### src/rtl/dmts_pkg.sv
// ----------------------------------------------------------------------------
// dmts_pkg: shared types and constants
// parse phases, option codes and the result word layout for the scanner
// ----------------------------------------------------------------------------
package dmts_pkg;

  typedef enum logic [1:0] {
    PH_CODE  = 2'd0,
    PH_LEN   = 2'd1,
    PH_VALUE = 2'd2,
    PH_DRAIN = 2'd3
  } phase_t;

  localparam logic [7:0] OPT_PAD      = 8'h00;
  localparam logic [7:0] OPT_END      = 8'hFF;
  localparam logic [7:0] OPT_TYPE     = 8'd53;
  localparam logic [7:0] UNKNOWN_TYPE = 8'hFF;

  typedef struct packed {
    logic [7:0] data_byte;
    logic       last_byte;
  } in_word_t;

  typedef struct packed {
    logic [7:0] message_type;
    logic       found;
  } result_t;

endpackage

### src/rtl/dhcp_message_type_option_scan_unit.sv
// ----------------------------------------------------------------------------
// dhcp_message_type_option_scan_unit: dhcp message type scanner
// walks the options area one byte per word and reports option 53
// ----------------------------------------------------------------------------
// usage
//   input channel: in_valid / in_ready carry data_byte and last_byte, one byte
//   of the dhcp options area per word, last_byte set on the packet's final byte
//   output channel: out_valid / out_ready carry message_type and found
//   each packet gives exactly one result word: the first value byte of a
//   complete option 53 ending before last_byte with found set, or 0xff with found
//   clear at end option or packet end; bytes after a result drop up to last_byte
// timing
//   an accepted byte is held in the input register, then the walker
//   updates its phase and, when a result is due, loads the result register:
//   a result is offered once its byte has passed the input and result registers
//   one byte per cycle sustained while no result waits untaken; the walker's
//   phase update sits between the input and result registers
// reset and stall
//   rst (synchronous) returns the walker to expecting an option code and
//   empties both registers
//   while a result waits untaken, the held byte waits too and in_ready drops
//   once the input register is full; no word is lost or repeated
// ----------------------------------------------------------------------------
module dhcp_message_type_option_scan_unit (
  input  logic       clk,
  input  logic       rst,
  input  logic       in_valid,
  output logic       in_ready,
  input  logic [7:0] data_byte,
  input  logic       last_byte,
  output logic       out_valid,
  input  logic       out_ready,
  output logic [7:0] message_type,
  output logic       found
);
  import dmts_pkg::*;

  in_word_t in_word;
  in_word_t hold_word;
  logic     hold_valid;
  logic     advance;
  logic     emit;
  logic     load;
  result_t  result;

  assign in_word.data_byte = data_byte;
  assign in_word.last_byte = last_byte;

  // the held byte moves on only when the result slot is free or draining
  assign advance = hold_valid && (!out_valid || out_ready);
  assign load    = advance && emit;

  dmts_in_reg u_in_reg (
    .clk        (clk),
    .rst        (rst),
    .in_valid   (in_valid),
    .in_ready   (in_ready),
    .in_word    (in_word),
    .advance    (advance),
    .hold_valid (hold_valid),
    .hold_word  (hold_word)
  );

  dmts_step u_step (
    .clk     (clk),
    .rst     (rst),
    .advance (advance),
    .word    (hold_word),
    .emit    (emit),
    .result  (result)
  );

  dmts_out_reg u_out_reg (
    .clk          (clk),
    .rst          (rst),
    .load         (load),
    .result       (result),
    .out_valid    (out_valid),
    .out_ready    (out_ready),
    .message_type (message_type),
    .found        (found)
  );

  // a stalled result never gets overwritten
  a_no_overwrite: assert property (@(posedge clk) disable iff (rst)
    !(load && out_valid && !out_ready))
    else $error("result overwritten while stalled");

  // an accepted byte always lands in the input register
  a_accept_held: assert property (@(posedge clk) disable iff (rst)
    (in_valid && in_ready) |=> hold_valid)
    else $error("accepted byte not held");

  // in_ready only drops while a byte is held
  a_ready_low_held: assert property (@(posedge clk) disable iff (rst)
    !in_ready |-> hold_valid)
    else $error("in_ready low with empty input register");

  // a loaded result is offered on the next cycle
  a_load_shows: assert property (@(posedge clk) disable iff (rst)
    load |=> out_valid)
    else $error("loaded result not offered");

  // a found result never comes from the packet's final byte
  a_found_not_last: assert property (@(posedge clk) disable iff (rst)
    (load && result.found) |-> !hold_word.last_byte)
    else $error("found result on final byte");

endmodule

### src/rtl/dmts_in_reg.sv
// ----------------------------------------------------------------------------
// dmts_in_reg: input register
// holds one accepted word until the parse stage consumes it
// ----------------------------------------------------------------------------
module dmts_in_reg (
  input  logic               clk,
  input  logic               rst,
  input  logic               in_valid,
  output logic               in_ready,
  input  dmts_pkg::in_word_t in_word,
  input  logic               advance,
  output logic               hold_valid,
  output dmts_pkg::in_word_t hold_word
);
  import dmts_pkg::*;

  assign in_ready = !hold_valid || advance;

  always_ff @(posedge clk) begin
    if (rst) begin
      hold_valid <= 1'b0;
    end else if (in_valid && in_ready) begin
      hold_valid <= 1'b1;
    end else if (advance) begin
      hold_valid <= 1'b0;
    end
  end

  always_ff @(posedge clk) begin
    if (in_valid && in_ready) begin
      hold_word <= in_word;
    end
  end

endmodule

### src/rtl/dmts_step.sv
// ----------------------------------------------------------------------------
// dmts_step: option walker
// per-byte phase update and result decision for the options area
// ----------------------------------------------------------------------------
module dmts_step (
  input  logic               clk,
  input  logic               rst,
  input  logic               advance,
  input  dmts_pkg::in_word_t word,
  output logic               emit,
  output dmts_pkg::result_t  result
);
  import dmts_pkg::*;

  phase_t     parse_phase, parse_phase_next;
  logic [7:0] bytes_left, bytes_left_next;
  logic       is_type_option, is_type_option_next;
  logic       first_value_pending, first_value_pending_next;
  logic [7:0] captured_value, captured_value_next;
  logic [7:0] value_now;
  logic [7:0] left_dec;
  logic [7:0] b;
  logic       last;

  assign b    = word.data_byte;
  assign last = word.last_byte;
  assign value_now = first_value_pending ? b : captured_value;
  assign left_dec  = bytes_left - 8'd1;

  always_comb begin
    parse_phase_next         = parse_phase;
    bytes_left_next          = bytes_left;
    is_type_option_next      = is_type_option;
    first_value_pending_next = first_value_pending;
    captured_value_next      = captured_value;
    emit                     = 1'b0;
    result.message_type      = UNKNOWN_TYPE;
    result.found             = 1'b0;
    unique case (parse_phase)
      PH_CODE: begin
        if (b == OPT_END) begin
          emit = 1'b1;
          parse_phase_next = last ? PH_CODE : PH_DRAIN;
        end else if (last) begin
          // option cut short by packet end
          emit = 1'b1;
          parse_phase_next = PH_CODE;
        end else if (b != OPT_PAD) begin
          is_type_option_next = (b == OPT_TYPE);
          parse_phase_next = PH_LEN;
        end
      end
      PH_LEN: begin
        if (last) begin
          emit = 1'b1;
          parse_phase_next = PH_CODE;
        end else if (b == 8'd0) begin
          // zero-length option skipped
          parse_phase_next = PH_CODE;
        end else begin
          bytes_left_next = b;
          first_value_pending_next = 1'b1;
          parse_phase_next = PH_VALUE;
        end
      end
      PH_VALUE: begin
        if (first_value_pending) begin
          captured_value_next = b;
          first_value_pending_next = 1'b0;
        end
        if (last) begin
          emit = 1'b1;
          parse_phase_next = PH_CODE;
        end else begin
          bytes_left_next = left_dec;
          if (left_dec == 8'd0) begin
            if (is_type_option) begin
              emit = 1'b1;
              result.message_type = value_now;
              result.found = 1'b1;
              parse_phase_next = PH_DRAIN;
            end else begin
              parse_phase_next = PH_CODE;
            end
          end
        end
      end
      PH_DRAIN: begin
        if (last) begin
          parse_phase_next = PH_CODE;
        end
      end
      default: begin
        parse_phase_next = PH_CODE;
      end
    endcase
  end

  always_ff @(posedge clk) begin
    if (rst) begin
      parse_phase         <= PH_CODE;
      bytes_left          <= 8'd0;
      is_type_option      <= 1'b0;
      first_value_pending <= 1'b0;
      captured_value      <= 8'd0;
    end else if (advance) begin
      parse_phase         <= parse_phase_next;
      bytes_left          <= bytes_left_next;
      is_type_option      <= is_type_option_next;
      first_value_pending <= first_value_pending_next;
      captured_value      <= captured_value_next;
    end
  end

endmodule

### src/rtl/dmts_out_reg.sv
// ----------------------------------------------------------------------------
// dmts_out_reg: result register
// holds one result word until the receiver takes it
// ----------------------------------------------------------------------------
module dmts_out_reg (
  input  logic              clk,
  input  logic              rst,
  input  logic              load,
  input  dmts_pkg::result_t result,
  output logic              out_valid,
  input  logic              out_ready,
  output logic [7:0]        message_type,
  output logic              found
);
  import dmts_pkg::*;

  always_ff @(posedge clk) begin
    if (rst) begin
      out_valid <= 1'b0;
    end else if (load) begin
      out_valid <= 1'b1;
    end else if (out_ready) begin
      out_valid <= 1'b0;
    end
  end

  always_ff @(posedge clk) begin
    if (load) begin
      message_type <= result.message_type;
      found        <= result.found;
    end
  end

endmodule
### config.mk
export PLATFORM = sky130hd
export DESIGN_NAME = dhcp_message_type_option_scan_unit
export DESIGN_NICKNAME = d
export VERILOG_FILES = /design/src/rtl/dmts_pkg.sv /design/src/rtl/dhcp_message_type_option_scan_unit.sv /design/src/rtl/dmts_in_reg.sv /design/src/rtl/dmts_step.sv /design/src/rtl/dmts_out_reg.sv
export SDC_FILE = /design/constraint.sdc
export NUM_CORES = 1
export LEC_CHECK = 0
export ABC_AREA = 1
export ABC_CLOCK_PERIOD_IN_PS = 1900
export BUFFER_PORTS_ARGS = -buffer_cell sky130_fd_sc_hd__clkbuf_2
export CAP_MARGIN = 30
export CELL_PAD_IN_SITES_DETAIL_PLACEMENT = 0
export CELL_PAD_IN_SITES_GLOBAL_PLACEMENT = 2
export CORE_ASPECT_RATIO = 2
export CORE_MARGIN = 4
export CORE_UTILIZATION = 33
export CTS_CLUSTER_DIAMETER = 200
export DETAILED_ROUTE_END_ITERATION = 8
export GPL_TIMING_DRIVEN = 0
export MAX_ROUTING_LAYER = met4
export PLACE_DENSITY = 0.81
export SLEW_MARGIN = 40
export SYNTH_ARGS = -nofsm -noshare
export SYNTH_HDL_FRONTEND = slang
export SYNTH_SLANG_ARGS = --single-unit
### constraint.sdc
create_clock -name clk -period 1.9 [get_ports clk]
set_input_delay 0.19 -clock clk [delete_from_list [all_inputs] [get_ports clk]]
set_output_delay 0.19 -clock clk [all_outputs]
set_load 0.03 [all_outputs]
==> After elaboration in Yosys (flattened, before gate mapping) <==
Cells that the tools add are included.
{ "word_totals": {"regBits": 40, "in_bits": 13, "word_cells": 79, "out_inout_bits": 11} }
{ "op_classes": {"bitwise": 5, "n_eq_ne": 11, "reduce_logical": 21, "n_addsub": 1, "n_mux": 30} }
{ "ops": {"columns": ["operator", "n"], "rows": [
  ["8-bit two-way mux", 4],
  ["2-bit two-way mux", 10],
  ["8-bit zero test", 2],
  ["8-bit case mux with 2 select lines", 1],
  ["1-bit two-way mux", 12],
  ["5-bit AND reduction", 2],
  ["8-bit by 6-bit equality test with 1-bit output (second input constant)", 1],
  ["8-bit equality test (second input constant)", 1],
  ["2-bit inequality test (second input constant)", 4],
  ["2-bit case mux with 4 select lines", 1],
  ["4-bit AND reduction", 2],
  ["8-bit nonzero test", 1],
  ["8-bit by 1-bit subtractor with 8-bit output (second input constant)", 1],
  ["2-bit nonzero test", 3],
  ["1-bit inverter", 5],
  ["2-bit equality test (second input constant)", 2],
  ["4-bit by 2-bit inequality test with 1-bit output (second input constant)", 1],
  ["4-bit OR reduction", 1],
  ["1-bit logical AND", 3],
  ["3-bit by 2-bit inequality test with 1-bit output (second input constant)", 1],
  ["1-bit case mux with 3 select lines", 1],
  ["3-bit OR reduction", 1],
  ["2-bit by 1-bit equality test with 1-bit output (second input constant)", 1],
  ["1-bit zero test", 2],
  ["4 further kinds", 5]
]} }

==> Logic depth before layout (Yosys ltp) <==
{ "depth": {"word_depth": 7, "mapped_depth": 13, "ltp_nobuf": 13} }

==> Cells and area by module <==
Synthesis repeated with hierarchy kept, for this count alone.
{ "hier_totals": {"cells_unflattened": 243, "area_unflattened_um2": 1994.4} }
{ "modules_own_cells": {"columns": ["module", "instances", "seq_area_each_um2", "cells_per_inst", "area_each_um2"], "rows": [
  ["dmts_step", 1, 400.4, 208, 1336.3],
  ["dmts_in_reg", 1, 290.3, 15, 317.8],
  ["dmts_out_reg", 1, 290.3, 14, 310.3],
  ["dhcp_message_type_option_scan_unit", 1, 0.0, 6, 30.0]
]} }

==> Least setup slack after synthesis <==
Ideal clock, no wire load.
{ "synth_path": {"kind": "flip-flop to flip-flop", "startpoint": "register u_step.bytes_left[0]", "endpoint": "register u_out_reg.found (enable)", "period_less_slack_ns": 1.708, "setup_ns": 0.334, "arrival_time_ns": 1.374, "path_buffers": 0, "required_ns": 1.566, "path_stages_with_launch": 11, "path_slack_ns": 0.192, "cell_sequence": "dfxtp_1 > inv_1 > ha_1 > nand2_1 > inv_1 > nand3_1 > nand2_1 > nand2_1 > nor2_2 > nand4_1 > nand2_1"} }
{ "synth_between": {"elab_chain_len": 6} }
{ "synth_lines": {"columns": ["item", "line_no", "rtl"], "rows": [
  ["start, declared", "dmts_step.sv:16", "logic [7:0] bytes_left, bytes_left_next;"],
  ["start signal, assigned", "dmts_step.sv:108", "bytes_left <= bytes_left_next;"],
  ["8-bit by 1-bit subtractor with 8-bit output", "dmts_step.sv:28", "assign left_dec = bytes_left - 8'd1;"],
  ["8-bit zero test", "dmts_step.sv:76", "if (left_dec == 8'd0) begin"],
  ["1-bit two-way mux", "dmts_step.sv:76", null],
  ["1-bit two-way mux", "dmts_step.sv:71", "if (last) begin"],
  ["1-bit case mux with 3 select lines", "dmts_step.sv:39", "unique case (parse_phase)"],
  ["1-bit logical AND", "dhcp_message_type_option_scan_unit.sv:51", "assign load = advance && emit;"],
  ["via load", "dhcp_message_type_option_scan_unit.sv:43", "logic load;"],
  ["end signal, assigned", "dmts_out_reg.sv:30", "found <= result.found;"],
  ["end, declared", "dmts_out_reg.sv:13", "output logic found"]
]} }
The timed path passes the listed nets, and every way through them passes these cells.
A chain may end at the register's enable or synchronous reset.

==> Final worst setup path <==
{ "layout_path": {"startpoint": "register u_step.bytes_left[0]", "endpoint": "register u_out_reg.message_type[0] (enable)"} }
{ "layout_between": {"elab_chain_len": 6} }
{ "layout_lines": {"columns": ["item", "line_no", "rtl"], "rows": [
  ["8-bit by 1-bit subtractor with 8-bit output", "dmts_step.sv:28", null],
  ["8-bit zero test", "dmts_step.sv:76", null],
  ["1-bit two-way mux", "dmts_step.sv:76", null],
  ["1-bit two-way mux", "dmts_step.sv:71", null],
  ["1-bit case mux with 3 select lines", "dmts_step.sv:39", null],
  ["1-bit logical AND", "dhcp_message_type_option_scan_unit.sv:51", null],
  ["via load", "dhcp_message_type_option_scan_unit.sv:43", null],
  ["end signal, assigned", "dmts_out_reg.sv:29", "message_type <= result.message_type;"],
  ["end, declared", "dmts_out_reg.sv:12", "output logic [7:0] message_type,"]
]} }
The timed path passes the listed nets, and every way through them passes these cells.

==> out/metrics.cfg <==
[drt]
routed_wl_mm = 4.81
drt-initial-drc-count = 58
ant_nets = 0
drt-pass1-iter-count = 4
drc = 0
vias = 1647
wl_per_cell_um = 14.2
via_per_inst = 4.86

[power_and_ir_drop]
total_leakage_power_nw = 0.992
seq_power_share_pct = 47.1
max-vdd-ir-drop_uv = 722
p_per_area_nw_per_um2 = 855
p_switching_w = 0.000501
p_int_w = 0.00152
p_clk_share_pct = 42.5
p_sw_share_pct = 24.7
power_frac_comb_pct = 10.4

[global_routing]
antenna_found_initial = 0
grt_pass1_wl_mm = 8.14
grt_pass1_vias = 1686
track_usage_pct = 15.2
grt_max_degree = 14
overflow = 0

[synthesis]
syn_inst = 242
synth_area_per_cell_sq_um = 7.99
syn_nets = 257
synthTopCellsByArea = edfxtp_1 28%, dfxtp_1 23%, nand2_1 11%, o21ai_0 7.5%, inv_1 6.0%
syn_area_sq_um = 1930
synth_top_cell_area_share_pct = 28.0
yosysWarnings = 0
ys_types = 28
synth_top_cell_by_area = edfxtp_1
yosysSeqAreaShare_pct = 50.7
ys_seq_elements = 40

[setup_path]
slowest_stage = dfxtp_2
start_kind = flop
cp.arrival_ns = 1.78
crit_fanout = 7
critical_path.endpoint_type = flop
r2r_end = u_out_reg.message_type[0]
cp_slowest_stage_delay_ns = 0.36
reg2reg_depth = 10
reg2reg_slack_ns = 0.11
worstSetupPathType = flop to flop
required_ns = 1.89
r2r-start = u_step.bytes_left[0]
cp_cell_sequence = clkinv_4, ha_4, nand2_2, nand2_1, nor2_2, nand3_2, nor2_4, nand4_1, buf_4, nand2_4

[timing]
final_hold_viol_count = 0
final.setup.worst_slack_ns = 0.109
drv_slew = 0
min_period_over_period_pct = 94.3
fmax_mhz = 558
grt_setup_unrepaired = no
setup_viol = 0
tightest_slew_ns = 0.486
skew_ns = 0.00712
fin_crit_ns = 1.79
relSlewSlack_pct = 67.6

[finish]
area_growth_pct = 22.4
drive_gt1_share_pct = 22.7
final_cells = 339
nNetsFinal = 292
multi_input_area_sq_um = 838
layout_common_cells = 57 x nand2_1, 29 x o21ai_0, 28 x inv_1
final_area_sq_um = 2370
register_area_sq_um = 982
final_common_cell = nand2_1
n_fill_cell = 585
insertedDiodeCount = 0

[status]
status = complete, no violations

[min_path]
hold_depth = 1
min_path_type = input pin to flop
whs_endpoint = u_in_reg.hold_word[3]
hp-start = data_byte[2]

[floorplanning]
num_rows = 39
die_w_um = 62.1
die_y_um = 116
die_area_sq_um = 7220
core_sq_um = 5710
start_util_pct = 33.9
io_pins = 24

[place]
post_dp_cell_area_sq_um = 2120
place_ws_ns = -0.346
dp_hpwl_mm = 3.76
io_buffers = 23
gp_routability_congestion = 0.754
dp.cells = 326

[clock_network]
cts_buffers = 5
cts-root-buf = clkbuf_16
clk_latency_ns = 0.29
cts_buffer_depth = 2
h-tree-depth = 2
clkTransAtPathRegs_ns = 0.06
tritoncts = yes
cts_sinks = 40

[job]
maxCapViolCount = 0

synth_stat cells:
master / count
nand2_1: 59
inv_1: 31
o21ai_0: 29
dfxtp_1: 22
a21oi_1: 19
edfxtp_1: 18
nor2_1: 16
nand3_1: 13
nand4_1: 5
clkbuf_1: 3
inv_2: 3
nor2_2: 3
nor3_1: 3
ha_1: 2
nor4_1: 2
o21ai_2: 2
a211oi_1: 1
a21oi_2: 1
and3_1: 1
buf_2: 1
buf_4: 1
buf_6: 1
nand2_2: 1
nand2_4: 1
nor2_4: 1
nor2_8: 1
o21ai_1: 1
o22ai_1: 1
state kept, by name, indices dropped and copies added (netlist names):
name,cells
u_step.captured_value,8
u_in_reg.hold_valid,1
u_out_reg.message_type,8
u_step.is_type_option,1
u_step.parse_phase,2
u_out_reg.out_valid,1
u_in_reg.hold_word,9
u_step.first_value_pending,1
u_out_reg.found,1
u_step.bytes_left,8
final cells by class:
class | instances | share of cell area (%)
sequential | 40 | 41.5
tap | 61 | 3.23
multi-input combinational | 163 | 35.4
inverter | 34 | 5.61
clock inverter | 2 | 0.582
clock buffer | 6 | 5.87
buffer | 6 | 1.64
timing repair buffer | 27 | 6.13
through the flow:
step / setup TNS [ns] / hold WS, ns / utilization [%] / total power, W
2_1_floorplan: 0 / 0.259 / - / 0.00111
3_3_place_gp: -3.48 / 0.367 / 37.2 / 0.00118
3_5_place_dp: -3.85 / 0.369 / 37.2 / 0.00118
4_1_cts: 0 / 0.0740 / 40.7 / 0.00205
5_1_grt: 0 / 0.0744 / 41.4 / 0.00213
6_report: 0 / 0.0799 / 41.4 / 0.00202
layer usage:
metal | routed length [um] | up-vias | global-route usage, % | share of wire (%)
li1 | - | 872 | - | -
met1 | 1690 | 743 | 14.1 | 35
met2 | 2870 | 21 | 29.2 | 60
met3 | 99 | 11 | 2.60 | 2.1
met4 | 145 | 0 | 7.53 | 3.0
met5 | 0 | - | - | 0
power groups by stage:
stage	clock [W]	sequential, W	combinational, W
after floorplan	0	0.000966	0.000145
after global placement	0	0.000970	0.000206
after detailed placement	0	0.000970	0.000206
after CTS	0.000887	0.000952	0.000210
after global routing	0.000925	0.000956	0.000247
final	0.000860	0.000952	0.000211
worst max-delay path: cells and delay by family, from the launching register on:
kind                     cells  cell delay, ns
AND/OR/NAND/NOR              7            0.71
buffers and inverters        2            0.26
flip-flops                   1            0.36
adder cells (fa/ha/maj)      1            0.17
cell families (layout without fill, tap and decap cells):
| logic type | Yosys count | after routing | share of synthesized area [%] |
|---|---|---|---|
| and+or+nand+nor | 106 | 107 | 24.8 |
| AOI/OAI and AO/OA | 54 | 54 | 14.8 |
| DFF | 40 | 40 | 50.7 |
| buffers and inverters | 40 | 75 | 8.41 |
| adders and majority gates | 2 | 2 | 1.29 |
worst max path at each step:
stage | from | endpoint | slack [ns]
floorplan | u_step.bytes_left[0] | u_out_reg.found | 0.19
global placement | u_step.bytes_left[0] | u_out_reg.message_type[1] | -0.31
detailed placement | u_step.bytes_left[0] | u_out_reg.found | -0.35
CTS | u_step.bytes_left[0] | u_out_reg.message_type[0] | 0.001
global route | u_in_reg.hold_word[2] | u_step.bytes_left[5] | 0.006
finish | u_step.bytes_left[0] | u_out_reg.message_type[0] | 0.11
what timing repair did:
item                       4_1_cts  5_1_grt
setup endpoints to repair       17       20
pin swaps                        5        1
cloned                           1        0
setup buffers                    3        1
gates resized for setup          8        9
hold buffers                     0        0
No activity file was read; power rests on OpenSTA's default activity.
